**src/rtl/mbd_pkg.sv**
```systemverilog
`timescale 1ns / 1ps
// Shared types and constants of the mipmap box downsampler.
package mbd_pkg;

    localparam int CHAN_W  = 8;
    localparam int NCHAN   = 4;
    localparam int SUM_W   = 9;
    localparam int LINE_W  = NCHAN * SUM_W;
    localparam int PIX_W   = NCHAN * CHAN_W;
    localparam int CFG_W   = 13;
    localparam int ROW_W   = 12;
    localparam int HEIGHT_LIMIT = 4096;

    localparam logic REG_SRC_WIDTH  = 1'b0;
    localparam logic REG_SRC_HEIGHT = 1'b1;

    typedef struct packed {
        logic [LINE_W-1:0] hsum;
        logic              hshift;
        logic              use_above;
        logic              last;
    } mbd_item_t;

endpackage

```
**src/rtl/mbd_back.sv**
```systemverilog
`timescale 1ns / 1ps
// Vertical sum, averaging shift and output register.
module mbd_back (
    input  logic                        clk,
    input  logic                        rst_n,
    input  logic                        item_valid,
    input  mbd_pkg::mbd_item_t          item,
    input  logic [mbd_pkg::LINE_W-1:0]  above,
    output logic                        take,
    input  logic                        out_ready,
    output logic                        out_valid,
    output logic [mbd_pkg::PIX_W-1:0]   out_avg,
    output logic                        out_last
);

    logic                        s1_valid_reg, s1_valid_next;
    mbd_pkg::mbd_item_t          s1_reg;
    logic                        o_valid_reg, o_valid_next;
    logic [mbd_pkg::PIX_W-1:0]   o_avg_reg;
    logic                        o_last_reg;
    logic                        s1_adv;
    logic [mbd_pkg::PIX_W-1:0]   res;
    logic [mbd_pkg::SUM_W:0]     vsum;

    assign s1_adv = s1_valid_reg && (!o_valid_reg || out_ready);
    assign take   = !s1_valid_reg || s1_adv;

    always_comb
    begin
        vsum = '0;
        for (int i = 0; i < mbd_pkg::NCHAN; i++)
        begin
            if (s1_reg.use_above)
            begin
                vsum = (mbd_pkg::SUM_W+1)'(above[i*mbd_pkg::SUM_W +: mbd_pkg::SUM_W])
                     + (mbd_pkg::SUM_W+1)'(s1_reg.hsum[i*mbd_pkg::SUM_W +: mbd_pkg::SUM_W]);
                vsum = vsum >> ({1'b0, s1_reg.hshift} + 2'd1);
            end
            else
            begin
                vsum = (mbd_pkg::SUM_W+1)'(s1_reg.hsum[i*mbd_pkg::SUM_W +: mbd_pkg::SUM_W]);
                vsum = vsum >> s1_reg.hshift;
            end
            res[i*mbd_pkg::CHAN_W +: mbd_pkg::CHAN_W] = vsum[mbd_pkg::CHAN_W-1:0];
        end
    end

    always_comb
    begin
        s1_valid_next = s1_valid_reg;
        if (take)
        begin
            s1_valid_next = item_valid;
        end
        o_valid_next = o_valid_reg;
        if (s1_adv)
        begin
            o_valid_next = 1'b1;
        end
        else if (out_ready)
        begin
            o_valid_next = 1'b0;
        end
    end

    always_ff @(posedge clk or negedge rst_n)
    begin
        if (!rst_n)
        begin
            s1_valid_reg <= 1'b0;
            o_valid_reg  <= 1'b0;
        end
        else
        begin
            s1_valid_reg <= s1_valid_next;
            o_valid_reg  <= o_valid_next;
        end
    end

    always_ff @(posedge clk)
    begin
        if (take && item_valid)
        begin
            s1_reg <= item;
        end
        if (s1_adv)
        begin
            o_avg_reg  <= res;
            o_last_reg <= s1_reg.last;
        end
    end

    assign out_valid = o_valid_reg;
    assign out_avg   = o_avg_reg;
    assign out_last  = o_last_reg;

endmodule

```
**config.mk**
```make
export PLATFORM = sky130hd
export DESIGN_NAME = mbd_back
export DESIGN_NICKNAME = d
export VERILOG_FILES = /design/src/rtl/mbd_pkg.sv /design/src/rtl/mbd_back.sv
export SDC_FILE = /design/constraint.sdc
export NUM_CORES = 1
export LEC_CHECK = 0
export ABC_AREA = 1
export BUFFER_PORTS_ARGS = -buffer_cell sky130_fd_sc_hd__buf_4
export CORE_MARGIN = 3
export CORE_UTILIZATION = 50
export DETAILED_ROUTE_END_ITERATION = 12
export PLACE_DENSITY = 0.78
export SLEW_MARGIN = 20
export SYNTH_ARGS = -nofsm -noshare
export SYNTH_HDL_FRONTEND = slang
export SYNTH_SLANG_ARGS = --single-unit
```
**constraint.sdc**
```tcl
create_clock -name clk -period 2.75 [get_ports clk]
set_clock_uncertainty 0.2 [all_clocks]
set_input_delay 0.55 -clock clk [delete_from_list [all_inputs] [get_ports clk]]
set_output_delay 0.55 -clock clk [all_outputs]
set_load 0.05 [all_outputs]
```
**Yosys cells after proc, flatten, opt, wreduce, memory -nomap -nowiden**

Index checks and enable logic that the tools add are counted.

- Add/subtract/negate cells: 5
- Shifts and indexed selects: 8
- Muxes and demuxes: 6
- Reduce and logical (&&, ||, !) cells: 7

Operators with widths:

| kind | number |
|---|---|
| $add 9x9->10 | 4 |
| $shr 10x2->8 | 4 |
| $shr 9x1->8 | 4 |
| $mux 8 | 4 |
| $add 1x1->2 const B | 1 |
| $logic_and 1x1->1 | 2 |
| $logic_not 1->1 | 2 |
| $logic_or 1x1->1 | 2 |
| $mux 1 | 2 |
| $reduce_bool 2->1 | 1 |

- Bits in registers: 74
- Input bits: 79
- Output and inout bits: 35
- Word-level logic and storage cells: 34

**Longest topological paths before layout**

- Depth after elaboration: 5
- Gate-level depth with buffers: 11
- Depth with buffers taken out: 11

**Worst setup path after synthesis**

Ideal clock, no wire load.

- Path type: register -> register
- Start: register o_valid_reg, in the netlist out_valid
- End: register o_avg_reg (netlist bit out_avg[0]), enable pin
- Setup time: 0.434 ns
- Arrival: 2.311 ns
- Required time: 2.116 ns
- Path slack: -0.195 ns
- Cell stages (with the launch flop): 2
- Buffers on the path: 0
- Clock period less this slack: 2.945 ns
- Cell sequence: dfrtp_1 -> a21oi_1

- Word-level cells in the longest chain between the ends: 3

Ends and longest elaborated chain:

| what | line | RTL |
|---|---|---|
| start, declared | mbd_back.sv:18 | `logic o_valid_reg, o_valid_next;` |
| start signal, assigned | mbd_back.sv:76 | `o_valid_reg <= o_valid_next;` |
| $logic_not 1->1 | mbd_back.sv:25 | `assign s1_adv = s1_valid_reg && (!o_valid_reg \|\| out_ready);` |
| $logic_or 1x1->1 | mbd_back.sv:25 |  |
| $logic_and 1x1->1 | mbd_back.sv:25 |  |
| end signal, assigned | mbd_back.sv:88 | `o_avg_reg <= res;` |
| end, declared | mbd_back.sv:19 | `logic [mbd_pkg::PIX_W-1:0] o_avg_reg;` |

Every way passes these cells.
A chain may end at the register's enable or synchronous reset.

**Worst setup path in the final report**

- Start: register s1_reg[30] (netlist name)
- End: register o_avg_reg (netlist bit out_avg[29]) (data pin)

- Word-level cells in the longest chain between the ends: 3
- Elaborated cells on any way between the ends: 4
- Classes of those cells: add/sub: 1; shift: 2; mux: 1

Ends and longest elaborated chain:

| what | line | RTL |
|---|---|---|
| start, declared | mbd_back.sv:17 | `mbd_pkg::mbd_item_t s1_reg;` |
| start signal, assigned | mbd_back.sv:84 | `s1_reg <= item;` |
| $add 9x9->10 | mbd_back.sv:36 | `+ (mbd_pkg::SUM_W+1)'(s1_reg.hsum[i*mbd_pkg::SUM_W +: mbd_pkg::SUM_W]);` |
| $shr 10x2->8 | mbd_back.sv:37 | `vsum = vsum >> ({1'b0, s1_reg.hshift} + 2'd1);` |
| $mux 8 * | mbd_back.sv:33 | `if (s1_reg.use_above)` |
| named net res, one bit | mbd_back.sv:22 | `logic [mbd_pkg::PIX_W-1:0] res;` |

Mark *: on every way through the listed nets, which the timed path passes. The rest lies on a longest branch.

==> results.yml <==
worst_setup_path:
  crit_type: "reg -> reg"
  cp.arrival_ns: 2.01
  r2r_slack_ns: 0.64
  ff2ff_path_depth: 11
  cp.required_ns: 2.65
  startpoint_type: "register"
  worstPathMaxFanout: 4
  crit_path_end_kind: "register"
power_and_ir_drop:
  leakagePower_nw: 2.98
  vdd_drop_max_mv: 0.319
  pwr_density_cell_nw_per_um2: 549
synthesis:
  synth_most_common_cell: "nand2_1"
  async_flop_share_pct: 2.70
  synth.cell_area_sq_um: 5040
  synth.yosys.seq_area_share_pct: 43.9
  syn_area_per_cell_sq_um: 8.41
  synth_nets: 714
  synthCells: 599
  synth-edff-count: 72
  synth_area_leaders: "edfxtp_1 43%, nand2_1 12%, ha_1 8.0%"
  synthFlopType: "edfxtp_1"
  synth_cell_types: 30
  synthTopCellsByCount: "164 x nand2_1, 80 x nand3_1, 72 x edfxtp_1"
  yosysTopAreaCell: "edfxtp_1"
  ys_warn_count: 0
  ys_ff_latch: 74
  synth.top_cell.area_share_pct: 42.9
floorplanning:
  core_sq_um: 9770
  dieWidth_um: 106
  die-area_sq_um: 11300
  dieHeight_um: 106
  start_util_pct: 51.5
  io_pins: 114
  rows: 36
clocking:
  path_clk_slew_ns: 0.08
  cts_sinks: 74
  cts_tree: "yes"
  insertion_delay_ns: 0.35
  clk_path_buf_depth: 2
  cts_htree_levels: 3
  cts_resized: 0
  ctsRootBufferMaster: "clkbuf_8"
  cts_buffers: 9
layout:
  largest_reg_flops: 39
  drive_gt1_share_pct: 23.4
  nFillCells: 817
  final_nets: 825
  antenna_cells: 0
  syn_to_final_growth_pct: 23.2
  postLayoutCellArea_sq_um: 6200
hold_path:
  hp-class: "in -> reg"
  worstHoldPathCells: 1
global_routing:
  track_usage_pct: 20.3
  grt_max_degree: 65
  antenna_found_initial: 0
  grt_pass1_vias: 4169
  overflow: 0
  grt_pass1_wl_um: 18600
routing:
  drt_wl_total_um: 11500
  drc_errors: 0
  wire_per_inst_um: 13.6
  drt_iter0_drc: 170
  ant_nets: 0
  vias_per_cell: 5.17
  drtPass1Iterations: 4
  num_vias: 4386
place:
  port_buffers: 113
  gp_congestion: 0.892
  place_area_sq_um: 6010
  hpwl_um: 8470
sta:
  setup_viol: 0
  period_needed_ns: 2.11
  min_period_over_period_pct: 76.7
  drv_slew: 0
  relSlewSlack_pct: 48.9
  final-hold-violation-count: 0
  finalHoldWorstSlack_ns: 0.168
  setup_tns_ns: 0
  rsz0062_at_grt: "false"
  worst_slew_pin_slew_ns: 0.766
  fmax_mhz: 474
outcome:
  status: "complete, no violations"
job:
  drv_cap: 0
[cell type report]
cell class                      instances  area, sq um  share of cell area, %
Multi-Input combinational cell        432         2450                   39.5
Sequential cell                        74         2210                   35.7
Clock buffer                           10          128                   2.06
Tap cell                              133          166                   2.68
Inverter                               73          274                   4.42
Timing Repair Buffer                  120          916                   14.8
Clock inverter                          6         57.6                  0.928
[repair_timing]
item	CTS	global route
buffers inserted	0	0
endpoints found under the hold margin	2	0
hold buffers	1	0
endpoints found under the setup margin	0	0
[logic make-up after synthesis]
logic type      share of synthesized area (%)
simple gates                             28.2
flops                                    43.9
xor+xnor                                 1.39
fa+ha+maj                                9.54
compound gates                           9.29
buf+inv                                  7.63
[layer usage]
metal / share of wire (%) / GRT usage [%]
met1: 43 / 24.9
met4: 1.6 / 7.49
met3: 5.2 / 3.70
met5: 0 / 0
met2: 50 / 35.6
[per-stage QoR]
stage | total power [mW] | utilization (%) | cells | setup slack [ns]
finish | 3.41 | 63.5 | 848 | 0.640
global route | 3.60 | 63.5 | 848 | 0.479
CTS | 3.42 | 63.5 | 848 | 0.644
detailed placement | 2.60 | 61.5 | 831 | 0.421
global placement | 2.57 | 61.5 | 831 | 0.473
floorplan | 2.27 | - | 599 | 0.110
[critical path: stages (launching register included)]
cell and delay (ns):
edfxtp_1 0.40, nand2_1 0.08, inv_1 0.07, fa_1 0.41
nand2_1 0.11, nand2_2 0.09, nand3b_1 0.11, nand2_1 0.06
nand2_1 0.07, nand3_1 0.06, nand3_1 0.11, nand2_1 0.07
[report_power, final]
| group | switching [mW] | internal (mW) |
|---|---|---|
| combinational | 0.721 | 0.414 |
| sequential | 0.0548 | 1.39 |
| clock | 0.418 | 0.414 |
[cell usage in the layout, fill, tap and decap left out, types with 2 or more instances in the layout]
master    instances
o21ai_0          18
nand3_1          80
nand4_1           2
nand2_1         164
ha_1             32
or2_2            11
dfrtp_1           2
nor3_1            2
a211oi_1          2
xor2_1            8
inv_2             3
edfxtp_1         72
o22ai_1           4
fa_1              4
buf_4           118
nand3b_1          8
inv_1            70
a21oi_1          24
or2_1             8
o211ai_1         16
a22oi_1           4
nor2_1           22
clkinv_2          3
or2_4             4
clkbuf_8          9
a31oi_1           2
nand2_2           8
nand3_2           3
o22ai_2           4
[path summary, 6_finish.rpt]
check                      startpoint            to
max                        s1_reg[30]   out_avg[29]
min                          item[20]    s1_reg[20]
max reg2reg                s1_reg[30]   out_avg[29]
min reg2reg                 s1_reg[0]      out_last
max in group asynchronous       rst_n     out_valid
min in group asynchronous       rst_n  s1_valid_reg
Note: power is estimated with default switching activity, not from simulation.
