## src/rtl/mbd_pkg.sv

```systemverilog
`timescale 1ns / 1ps
// Shared types and constants of the mipmap box downsampler.
package mbd_pkg;

    localparam int CHAN_W  = 8;
    localparam int NCHAN   = 4;
    localparam int SUM_W   = 9;
    localparam int LINE_W  = NCHAN * SUM_W;
    localparam int PIX_W   = NCHAN * CHAN_W;
    localparam int CFG_W   = 13;
    localparam int ROW_W   = 12;
    localparam int HEIGHT_LIMIT = 4096;

    localparam logic REG_SRC_WIDTH  = 1'b0;
    localparam logic REG_SRC_HEIGHT = 1'b1;

    typedef struct packed {
        logic [LINE_W-1:0] hsum;
        logic              hshift;
        logic              use_above;
        logic              last;
    } mbd_item_t;

endpackage

```

## src/rtl/mbd_front.sv

```systemverilog
`timescale 1ns / 1ps
// Configuration, raster position, pending pixel and line store access.
module mbd_front #(
    parameter int MAX_WIDTH = 4096,
    parameter int ADDR_W    = 11
) (
    input  logic                        clk,
    input  logic                        rst_n,
    input  logic                        cfg_we,
    input  logic                        cfg_index,
    input  logic [mbd_pkg::CFG_W-1:0]   cfg_data,
    input  logic                        accept,
    input  logic [mbd_pkg::PIX_W-1:0]   pix,
    output logic                        mem_we,
    output logic                        mem_re,
    output logic [ADDR_W-1:0]           mem_addr,
    output logic [mbd_pkg::LINE_W-1:0]  mem_wdata,
    output logic                        item_valid,
    output mbd_pkg::mbd_item_t          item
);

    localparam int CW    = (MAX_WIDTH > 2) ? $clog2(MAX_WIDTH) : 1;
    localparam int WW    = $clog2(MAX_WIDTH + 1);
    localparam int CMP_W = (WW > mbd_pkg::CFG_W) ? WW : mbd_pkg::CFG_W;
    localparam int HW    = mbd_pkg::CFG_W;
    localparam logic [CMP_W-1:0] MAX_W_V = CMP_W'(MAX_WIDTH);
    localparam logic [HW-1:0]    MAX_H_V = HW'(mbd_pkg::HEIGHT_LIMIT);

    logic                       w_one_reg, w_one_next;
    logic                       h_one_reg, h_one_next;
    logic [CW-1:0]              w_m1_reg, w_m1_next;
    logic [CW-1:0]              last_col_reg, last_col_next;
    logic [mbd_pkg::ROW_W-1:0]  h_m1_reg, h_m1_next;
    logic [mbd_pkg::ROW_W-1:0]  last_row_reg, last_row_next;
    logic [CW-1:0]              col_reg, col_next;
    logic [mbd_pkg::ROW_W-1:0]  row_reg, row_next;
    logic [mbd_pkg::PIX_W-1:0]  pend_reg, pend_next;

    logic [CMP_W-1:0]           cfg_ext;
    logic [CMP_W-1:0]           eff_w;
    logic [HW-1:0]              eff_h;
    logic                       active;
    logic                       pair_done;
    logic [mbd_pkg::LINE_W-1:0] hsum;

    always_comb
    begin
        cfg_ext = CMP_W'(cfg_data);
        if (cfg_ext == '0)
        begin
            eff_w = CMP_W'(1);
        end
        else if (cfg_ext > MAX_W_V)
        begin
            eff_w = MAX_W_V;
        end
        else
        begin
            eff_w = cfg_ext;
        end
        if (cfg_data == '0)
        begin
            eff_h = HW'(1);
        end
        else if (cfg_data > MAX_H_V)
        begin
            eff_h = MAX_H_V;
        end
        else
        begin
            eff_h = cfg_data;
        end
    end

    always_comb
    begin
        w_one_next    = w_one_reg;
        h_one_next    = h_one_reg;
        w_m1_next     = w_m1_reg;
        last_col_next = last_col_reg;
        h_m1_next     = h_m1_reg;
        last_row_next = last_row_reg;
        if (cfg_we)
        begin
            case (cfg_index)
                mbd_pkg::REG_SRC_WIDTH:
                begin
                    w_one_next    = (eff_w == CMP_W'(1));
                    w_m1_next     = CW'(eff_w - CMP_W'(1));
                    last_col_next = (eff_w == CMP_W'(1)) ? '0
                                  : CW'((eff_w & ~CMP_W'(1)) - CMP_W'(1));
                end
                mbd_pkg::REG_SRC_HEIGHT:
                begin
                    h_one_next    = (eff_h == HW'(1));
                    h_m1_next     = mbd_pkg::ROW_W'(eff_h - HW'(1));
                    last_row_next = (eff_h == HW'(1)) ? '0
                                  : mbd_pkg::ROW_W'((eff_h & ~HW'(1)) - HW'(1));
                end
                default:
                begin
                    w_one_next = w_one_reg;
                end
            endcase
        end
    end

    assign active    = (col_reg <= last_col_reg) && (row_reg <= last_row_reg);
    assign pair_done = active && (w_one_reg || col_reg[0]);

    always_comb
    begin
        for (int i = 0; i < mbd_pkg::NCHAN; i++)
        begin
            if (w_one_reg)
            begin
                hsum[i*mbd_pkg::SUM_W +: mbd_pkg::SUM_W] =
                    mbd_pkg::SUM_W'(pix[i*mbd_pkg::CHAN_W +: mbd_pkg::CHAN_W]);
            end
            else
            begin
                hsum[i*mbd_pkg::SUM_W +: mbd_pkg::SUM_W] =
                    mbd_pkg::SUM_W'(pend_reg[i*mbd_pkg::CHAN_W +: mbd_pkg::CHAN_W])
                  + mbd_pkg::SUM_W'(pix[i*mbd_pkg::CHAN_W +: mbd_pkg::CHAN_W]);
            end
        end
    end

    always_comb
    begin
        col_next  = col_reg;
        row_next  = row_reg;
        pend_next = pend_reg;
        if (cfg_we)
        begin
            col_next = '0;
            row_next = '0;
        end
        else if (accept)
        begin
            if (active && !w_one_reg && !col_reg[0])
            begin
                pend_next = pix;
            end
            if (col_reg == w_m1_reg)
            begin
                col_next = '0;
                row_next = (row_reg == h_m1_reg) ? '0
                         : mbd_pkg::ROW_W'(row_reg + mbd_pkg::ROW_W'(1));
            end
            else
            begin
                col_next = CW'(col_reg + CW'(1));
            end
        end
    end

    assign mem_addr   = w_one_reg ? '0 : ADDR_W'(col_reg >> 1);
    assign mem_wdata  = hsum;
    assign mem_we     = accept && pair_done && !h_one_reg && !row_reg[0];
    assign item_valid = accept && pair_done && (h_one_reg || row_reg[0]);
    assign mem_re     = item_valid && !h_one_reg;

    assign item.hsum      = hsum;
    assign item.hshift    = !w_one_reg;
    assign item.use_above = !h_one_reg;
    assign item.last      = (col_reg == last_col_reg) && (row_reg == last_row_reg);

    always_ff @(posedge clk or negedge rst_n)
    begin
        if (!rst_n)
        begin
            w_one_reg    <= 1'b1;
            h_one_reg    <= 1'b1;
            w_m1_reg     <= '0;
            last_col_reg <= '0;
            h_m1_reg     <= '0;
            last_row_reg <= '0;
            col_reg      <= '0;
            row_reg      <= '0;
            pend_reg     <= '0;
        end
        else
        begin
            w_one_reg    <= w_one_next;
            h_one_reg    <= h_one_next;
            w_m1_reg     <= w_m1_next;
            last_col_reg <= last_col_next;
            h_m1_reg     <= h_m1_next;
            last_row_reg <= last_row_next;
            col_reg      <= col_next;
            row_reg      <= row_next;
            pend_reg     <= pend_next;
        end
    end

endmodule

```

## config.mk

```make
export PLATFORM = sky130hd
export DESIGN_NAME = mbd_front
export DESIGN_NICKNAME = d
export VERILOG_FILES = /design/src/rtl/mbd_pkg.sv /design/src/rtl/mbd_front.sv
export SDC_FILE = /design/constraint.sdc
export NUM_CORES = 1
export LEC_CHECK = 0
export BUFFER_PORTS_ARGS = -buffer_cell sky130_fd_sc_hd__buf_4
export CORE_MARGIN = 1
export CORE_UTILIZATION = 35
export CTS_BUF_LIST = sky130_fd_sc_hd__clkbuf_16
export DETAILED_ROUTE_END_ITERATION = 7
export GPL_TIMING_DRIVEN = 0
export PLACE_DENSITY = 0.53
export SYNTH_ARGS = -nofsm -noshare
export SYNTH_HDL_FRONTEND = slang
export SYNTH_SLANG_ARGS = --single-unit
```

## constraint.sdc

```tcl
create_clock -name clk -period 3.9 [get_ports clk]
set_input_delay 0.39 -clock clk [delete_from_list [all_inputs] [get_ports clk]]
set_output_delay 0.39 -clock clk [all_outputs]
set_load 0.02 [all_outputs]
```

* Yosys cells after proc, flatten, opt, wreduce, memory -nomap -nowiden
Index checks and enable logic that the tools add are counted.
** Word-level totals
- Register bits after elaboration :: 106
- Output and inout bits :: 89
- Word-level logic and storage cells :: 65
** Operators by class
- Add/subtract/negate cells :: 8
- Magnitude comparators :: 3
- Equal/unequal tests :: 5
- Multiplexer cells :: 15
- Bitwise gates (word level) :: 2
- Reductions and logical operators :: 23
** Operators with widths (number)
- 2-to-1 mux 12 bit :: 8
- == test 12 bit :: 4
- adder 8 x 8 -> 9 bit :: 4
- 2-to-1 mux 9 bit :: 4
- 2-to-1 mux 13 bit :: 2
- adder 12 x 1 -> 12 bit (second input constant) :: 2
- <= comparator 12 bit :: 2
- subtractor 12 x 1 -> 12 bit (second input constant) :: 2
- == test 13 x 1 -> 1 bit (second input constant) :: 1
- > comparator 13 bit (second input constant) :: 1
- logical NOT 13 bit :: 1
- 2-to-1 mux 11 bit :: 1
- logical AND 1 bit :: 10
- AND reduction 2 bit :: 3
- logical NOT 1 bit :: 4
- nonzero test 2 bit :: 2
- AND reduction 3 bit :: 1
- logical OR 1 bit :: 2
- inverter 1 bit :: 2

* Logic depth before layout (Yosys ltp)
- Depth in word-level cells :: 6
- Gate-level depth with buffers :: 11

* Worst setup path before layout
Ideal clock, no wire load.
- Kind :: input -> output
- Start :: in pix[16] in the netlist's numbering
- End :: out mem_wdata[24] in the netlist's numbering
- Data arrival time :: 2.434 ns
- Data required time :: 3.510 ns
- Setup slack :: 1.076 ns
- Cell stages on the path :: 10
- Path buffers :: 1
- Cells stage by stage :: ha_1 inv_1 fa_1 nor2b_1 o21ai_0 a21boi_0 o21a_1 nor3_1 o31ai_1 buf_4
** RTL lines
- from (decl) :: line mbd_front.sv:13 : input logic [mbd_pkg::PIX_W-1:0] pix,
- to (decl) :: line mbd_front.sv:17 : output logic [mbd_pkg::LINE_W-1:0] mem_wdata,

* Final worst setup path
- Start :: reg w_one_reg
- End :: out mem_wdata[15] in the netlist's numbering
** Between the ends
- Word-level cells in the longest chain between the ends :: 1
** Ends and longest elaborated chain
- from (decl) :: line mbd_front.sv:29 : logic w_one_reg, w_one_next;
- from (signal assigned) :: line mbd_front.sv:185 : w_one_reg <= w_one_next;
- 2-to-1 mux 9 bit :: line mbd_front.sv:115 : if (w_one_reg)
No other way between the ends.

==> flow_metrics.py <==
metrics = {
    "grt": {
        "antenna_found_initial": 0,
        "grt_pass1_wl_mm": 33.51,
        "overflow": 0,
        "grt_pass1_vias": 6183,
        "grtUsageTotal_pct": 19.70,
        "grt_max_degree": 79,
    },
    "critical_path": {
        "cpMaxStageDelayCell": "clkbuf_1",
        "worst-path-buf-inv": 6,
        "cp_common_cell": "clkbuf_1",
        "crit_arrival_ps": 3200,
        "worst-path-max-fanout": 10,
        "crit_path_cell_trace": "clkbuf_1, clkbuf_1, clkbuf_1, clkbuf_2, nand2_1, o31ai_1, buf_4, buf_4",
        "worstPathRequired_ps": 3510,
        "worst-setup-path-type": "reg -> out",
        "critPathCaptureType": "output port",
        "cp-start-kind": "flop",
        "critPathMaxStageDelay_ps": 530,
        "crit_family": "buffers and inverters",
    },
    "clock_network": {
        "clock_path_buffers": 2,
        "cts_tree": "yes",
        "cts.root.buffer_cell": "clkbuf_16",
        "clock_sinks": 106,
        "clock_latency_ps": 360,
        "cts_made_buffers": 9,
        "htree_num_levels": 3,
        "clkSlewWorstSetupHoldPaths_ps": 70,
    },
    "timing": {
        "drv_slew": 0,
        "finalCriticalPeriod_ps": 3590,
        "finalClockSkew_ps": 10.20,
        "setup_violations": 0,
        "fin_crit_sh_pct": 92.04,
        "slew-limit-headroom_pct": 40.75,
        "tightest_slew_ps": 886.9,
        "hold_viol_final": 0,
        "fin_tns_setup_ps": 0,
        "rsz0062_at_grt": "false",
        "fmax_mhz": 278.6,
        "whs_ps": 282.7,
    },
    "routing": {
        "drc": 0,
        "dr.pass1.iters": 5,
        "wire_per_inst_um": 16.48,
        "drt_first_iter_violations": 224,
        "routed_wl_mm": 21.11,
        "ant_nets": 0,
        "drt-vias-per-instance": 5.073,
        "num_vias": 6499,
    },
    "final_layout": {
        "area_growth_syn_to_layout_pct": 22.00,
        "finalInstanceArea_um2": 9275,
        "instances_no_fill": 1281,
        "largest_reg_flops": 32,
        "final_nets": 1119,
        "antenna_cells": 0,
        "fill_cells": 2151,
        "drive_gt1_share_pct": 23.66,
        "post-route-util_pct": 43.85,
    },
    "place": {
        "gp_congestion": 0.8973,
        "port_buffers": 135,
        "dp.cells": 1266,
        "hpwl_mm": 16.74,
        "dpl-instance-area_um2": 8991,
    },
    "floorplan": {
        "ios": 139,
        "fp.dieH_um": 149.4,
        "core_um2": 21150,
        "die_x_um": 149.4,
        "num_rows": 53,
        "initial_core_util_pct": 35.94,
        "die_area_um2": 22310,
    },
    "synth": {
        "yosysUniqueCellTypes": 59,
        "synth-main-ff-cell": "dfrtp_1",
        "avgSynthCellArea_um2": 8.892,
        "synth_edf_count": 0,
        "syn-num-nets": 971,
        "yosys_register_bits": 106,
        "async_flop_share_pct": 100.0,
        "synthesis.area_um2": 7602,
        "yosysWarnings": 0,
        "synthCells": 855,
        "yosysSeqAreaShare_pct": 34.92,
    },
    "pwr": {
        "peakVddDrop_v": 0.0001926,
        "power.density_nw_per_um2": 536.4,
        "power_leakage_nw": 4.404,
    },
    "job": {
        "cap_violations": 0,
    },
    "outcome": {
        "status": "complete, no violations",
    },
    "worst_hold_path": {
        "hold_class": "in -> reg",
    },
}
## through the flow
stage | power (mW) | setup slack [ps]
after floorplan | 3.152 | 1076
after global routing | 5.317 | 95.70
after global placement | 4.088 | 396.3
final | 4.975 | 310.5
after CTS | 5.034 | 198.1
after detailed placement | 4.119 | 381.5
## Yosys cell counts, types with 6 or more instances
master,count,share of area [%]
nand2b_1,6,0.49
o21a_1,9,0.89
buf_4,36,3.6
nor2b_1,28,2.3
inv_1,54,2.7
nor4_1,8,0.66
nor4b_1,7,0.81
mux2_2,37,5.5
mux2i_1,7,0.92
a21oi_1,31,2.0
dfrtp_1,104,34
clkbuf_1,28,1.4
o31ai_1,17,1.7
o31a_1,6,0.69
a31oi_1,7,0.58
nor3b_1,7,0.69
nand4_1,8,0.66
nor2_1,48,2.4
nand2_1,107,5.3
nand3_1,9,0.59
a211o_1,6,0.69
nor3_1,12,0.79
xor2_1,41,4.7
ha_1,62,10
xnor2_1,10,1.2
a21o_1,11,1.1
o21ai_0,90,5.9
## path summary, 6_finish.rpt
| path | startpoint | to | slack [ps] | cells past startpoint |
|---|---|---|---|---|
| min in group asynchronous | rst_n | pend_reg[28] | 470 | 2 |
| min reg2reg | last_col_reg[4] | last_col_reg[4] | 490 | 2 |
| max | w_one_reg | mem_wdata[15] | 310 | 8 |
| max in group asynchronous | rst_n | w_one_reg | 2680 | 3 |
| min | pix[20] | pend_reg[20] | 280 | 2 |
| max reg2reg | col_reg[9] | pend_reg[12] | 1020 | 8 |
## repair_timing
action	in CTS	in global routing
buffers inserted	0	0
endpoints found under the hold margin	28	0
setup endpoints to repair	1	0
gates resized for setup	1	0
hold buffers	1	0
## metal layers
layer / GRT usage, % / wire length [um] / part of all wire (%)
met2: 32.06 / 9609 / 46
met5: 0 / 0 / 0
met1: 27.05 / 10220 / 48
met3: 2.263 / 948 / 4.5
met4: 6.429 / 330 / 1.6
## where the power goes
part	switching, mW	internal [mW]
clock network	0.413	0.485
logic	1.40	1.28
registers	0.119	1.28
total	1.94	3.04
## cells in the final DEF, fill, tap and decap left out, types with 6 or more instances in the layout
cell,netlist,layout
a21oi_1,31,31
ha_1,62,62
clkbuf_16,0,9
nand2_1,107,107
buf_4,36,170
dfrtp_1,104,104
o21a_1,9,9
a31oi_1,7,7
nand4_1,8,8
o21ai_0,90,90
nor3b_1,7,7
nor2b_1,28,28
a211o_1,6,6
nor4_1,8,8
o31ai_1,17,17
nor4b_1,7,7
nand3_1,9,9
nor3_1,12,12
a21o_1,11,11
clkbuf_1,28,27
o31a_1,6,6
xnor2_1,10,10
nor2_1,48,48
mux2_2,37,37
inv_1,54,54
mux2i_1,7,7
xor2_1,41,41
nand2b_1,6,6
## layout make-up
type	count	area, um^2	share of cell area (%)
plain buffers	69	406.6	4.384
clock buffers	9	225.2	2.428
clock inverters	5	47.55	0.5126
inverters	54	202.7	2.185
multi-input cells	626	4339	46.78
flip-flops and latches	106	2655	28.63
well taps	275	344.1	3.710
repair buffers	137	1055	11.37
## kinds of logic (layout without fill, tap and decap cells)
kind of cell	count (synthesis)	after routing	synth area share [%]
simple gates	259	259	16.67
compound gates	206	206	16.87
buf+inv	123	274	7.999
flops	106	106	34.92
fa+ha+maj	66	66	11.26
xor+xnor	51	51	5.875
mux	44	44	6.402
(Power assumes the default switching activity.)
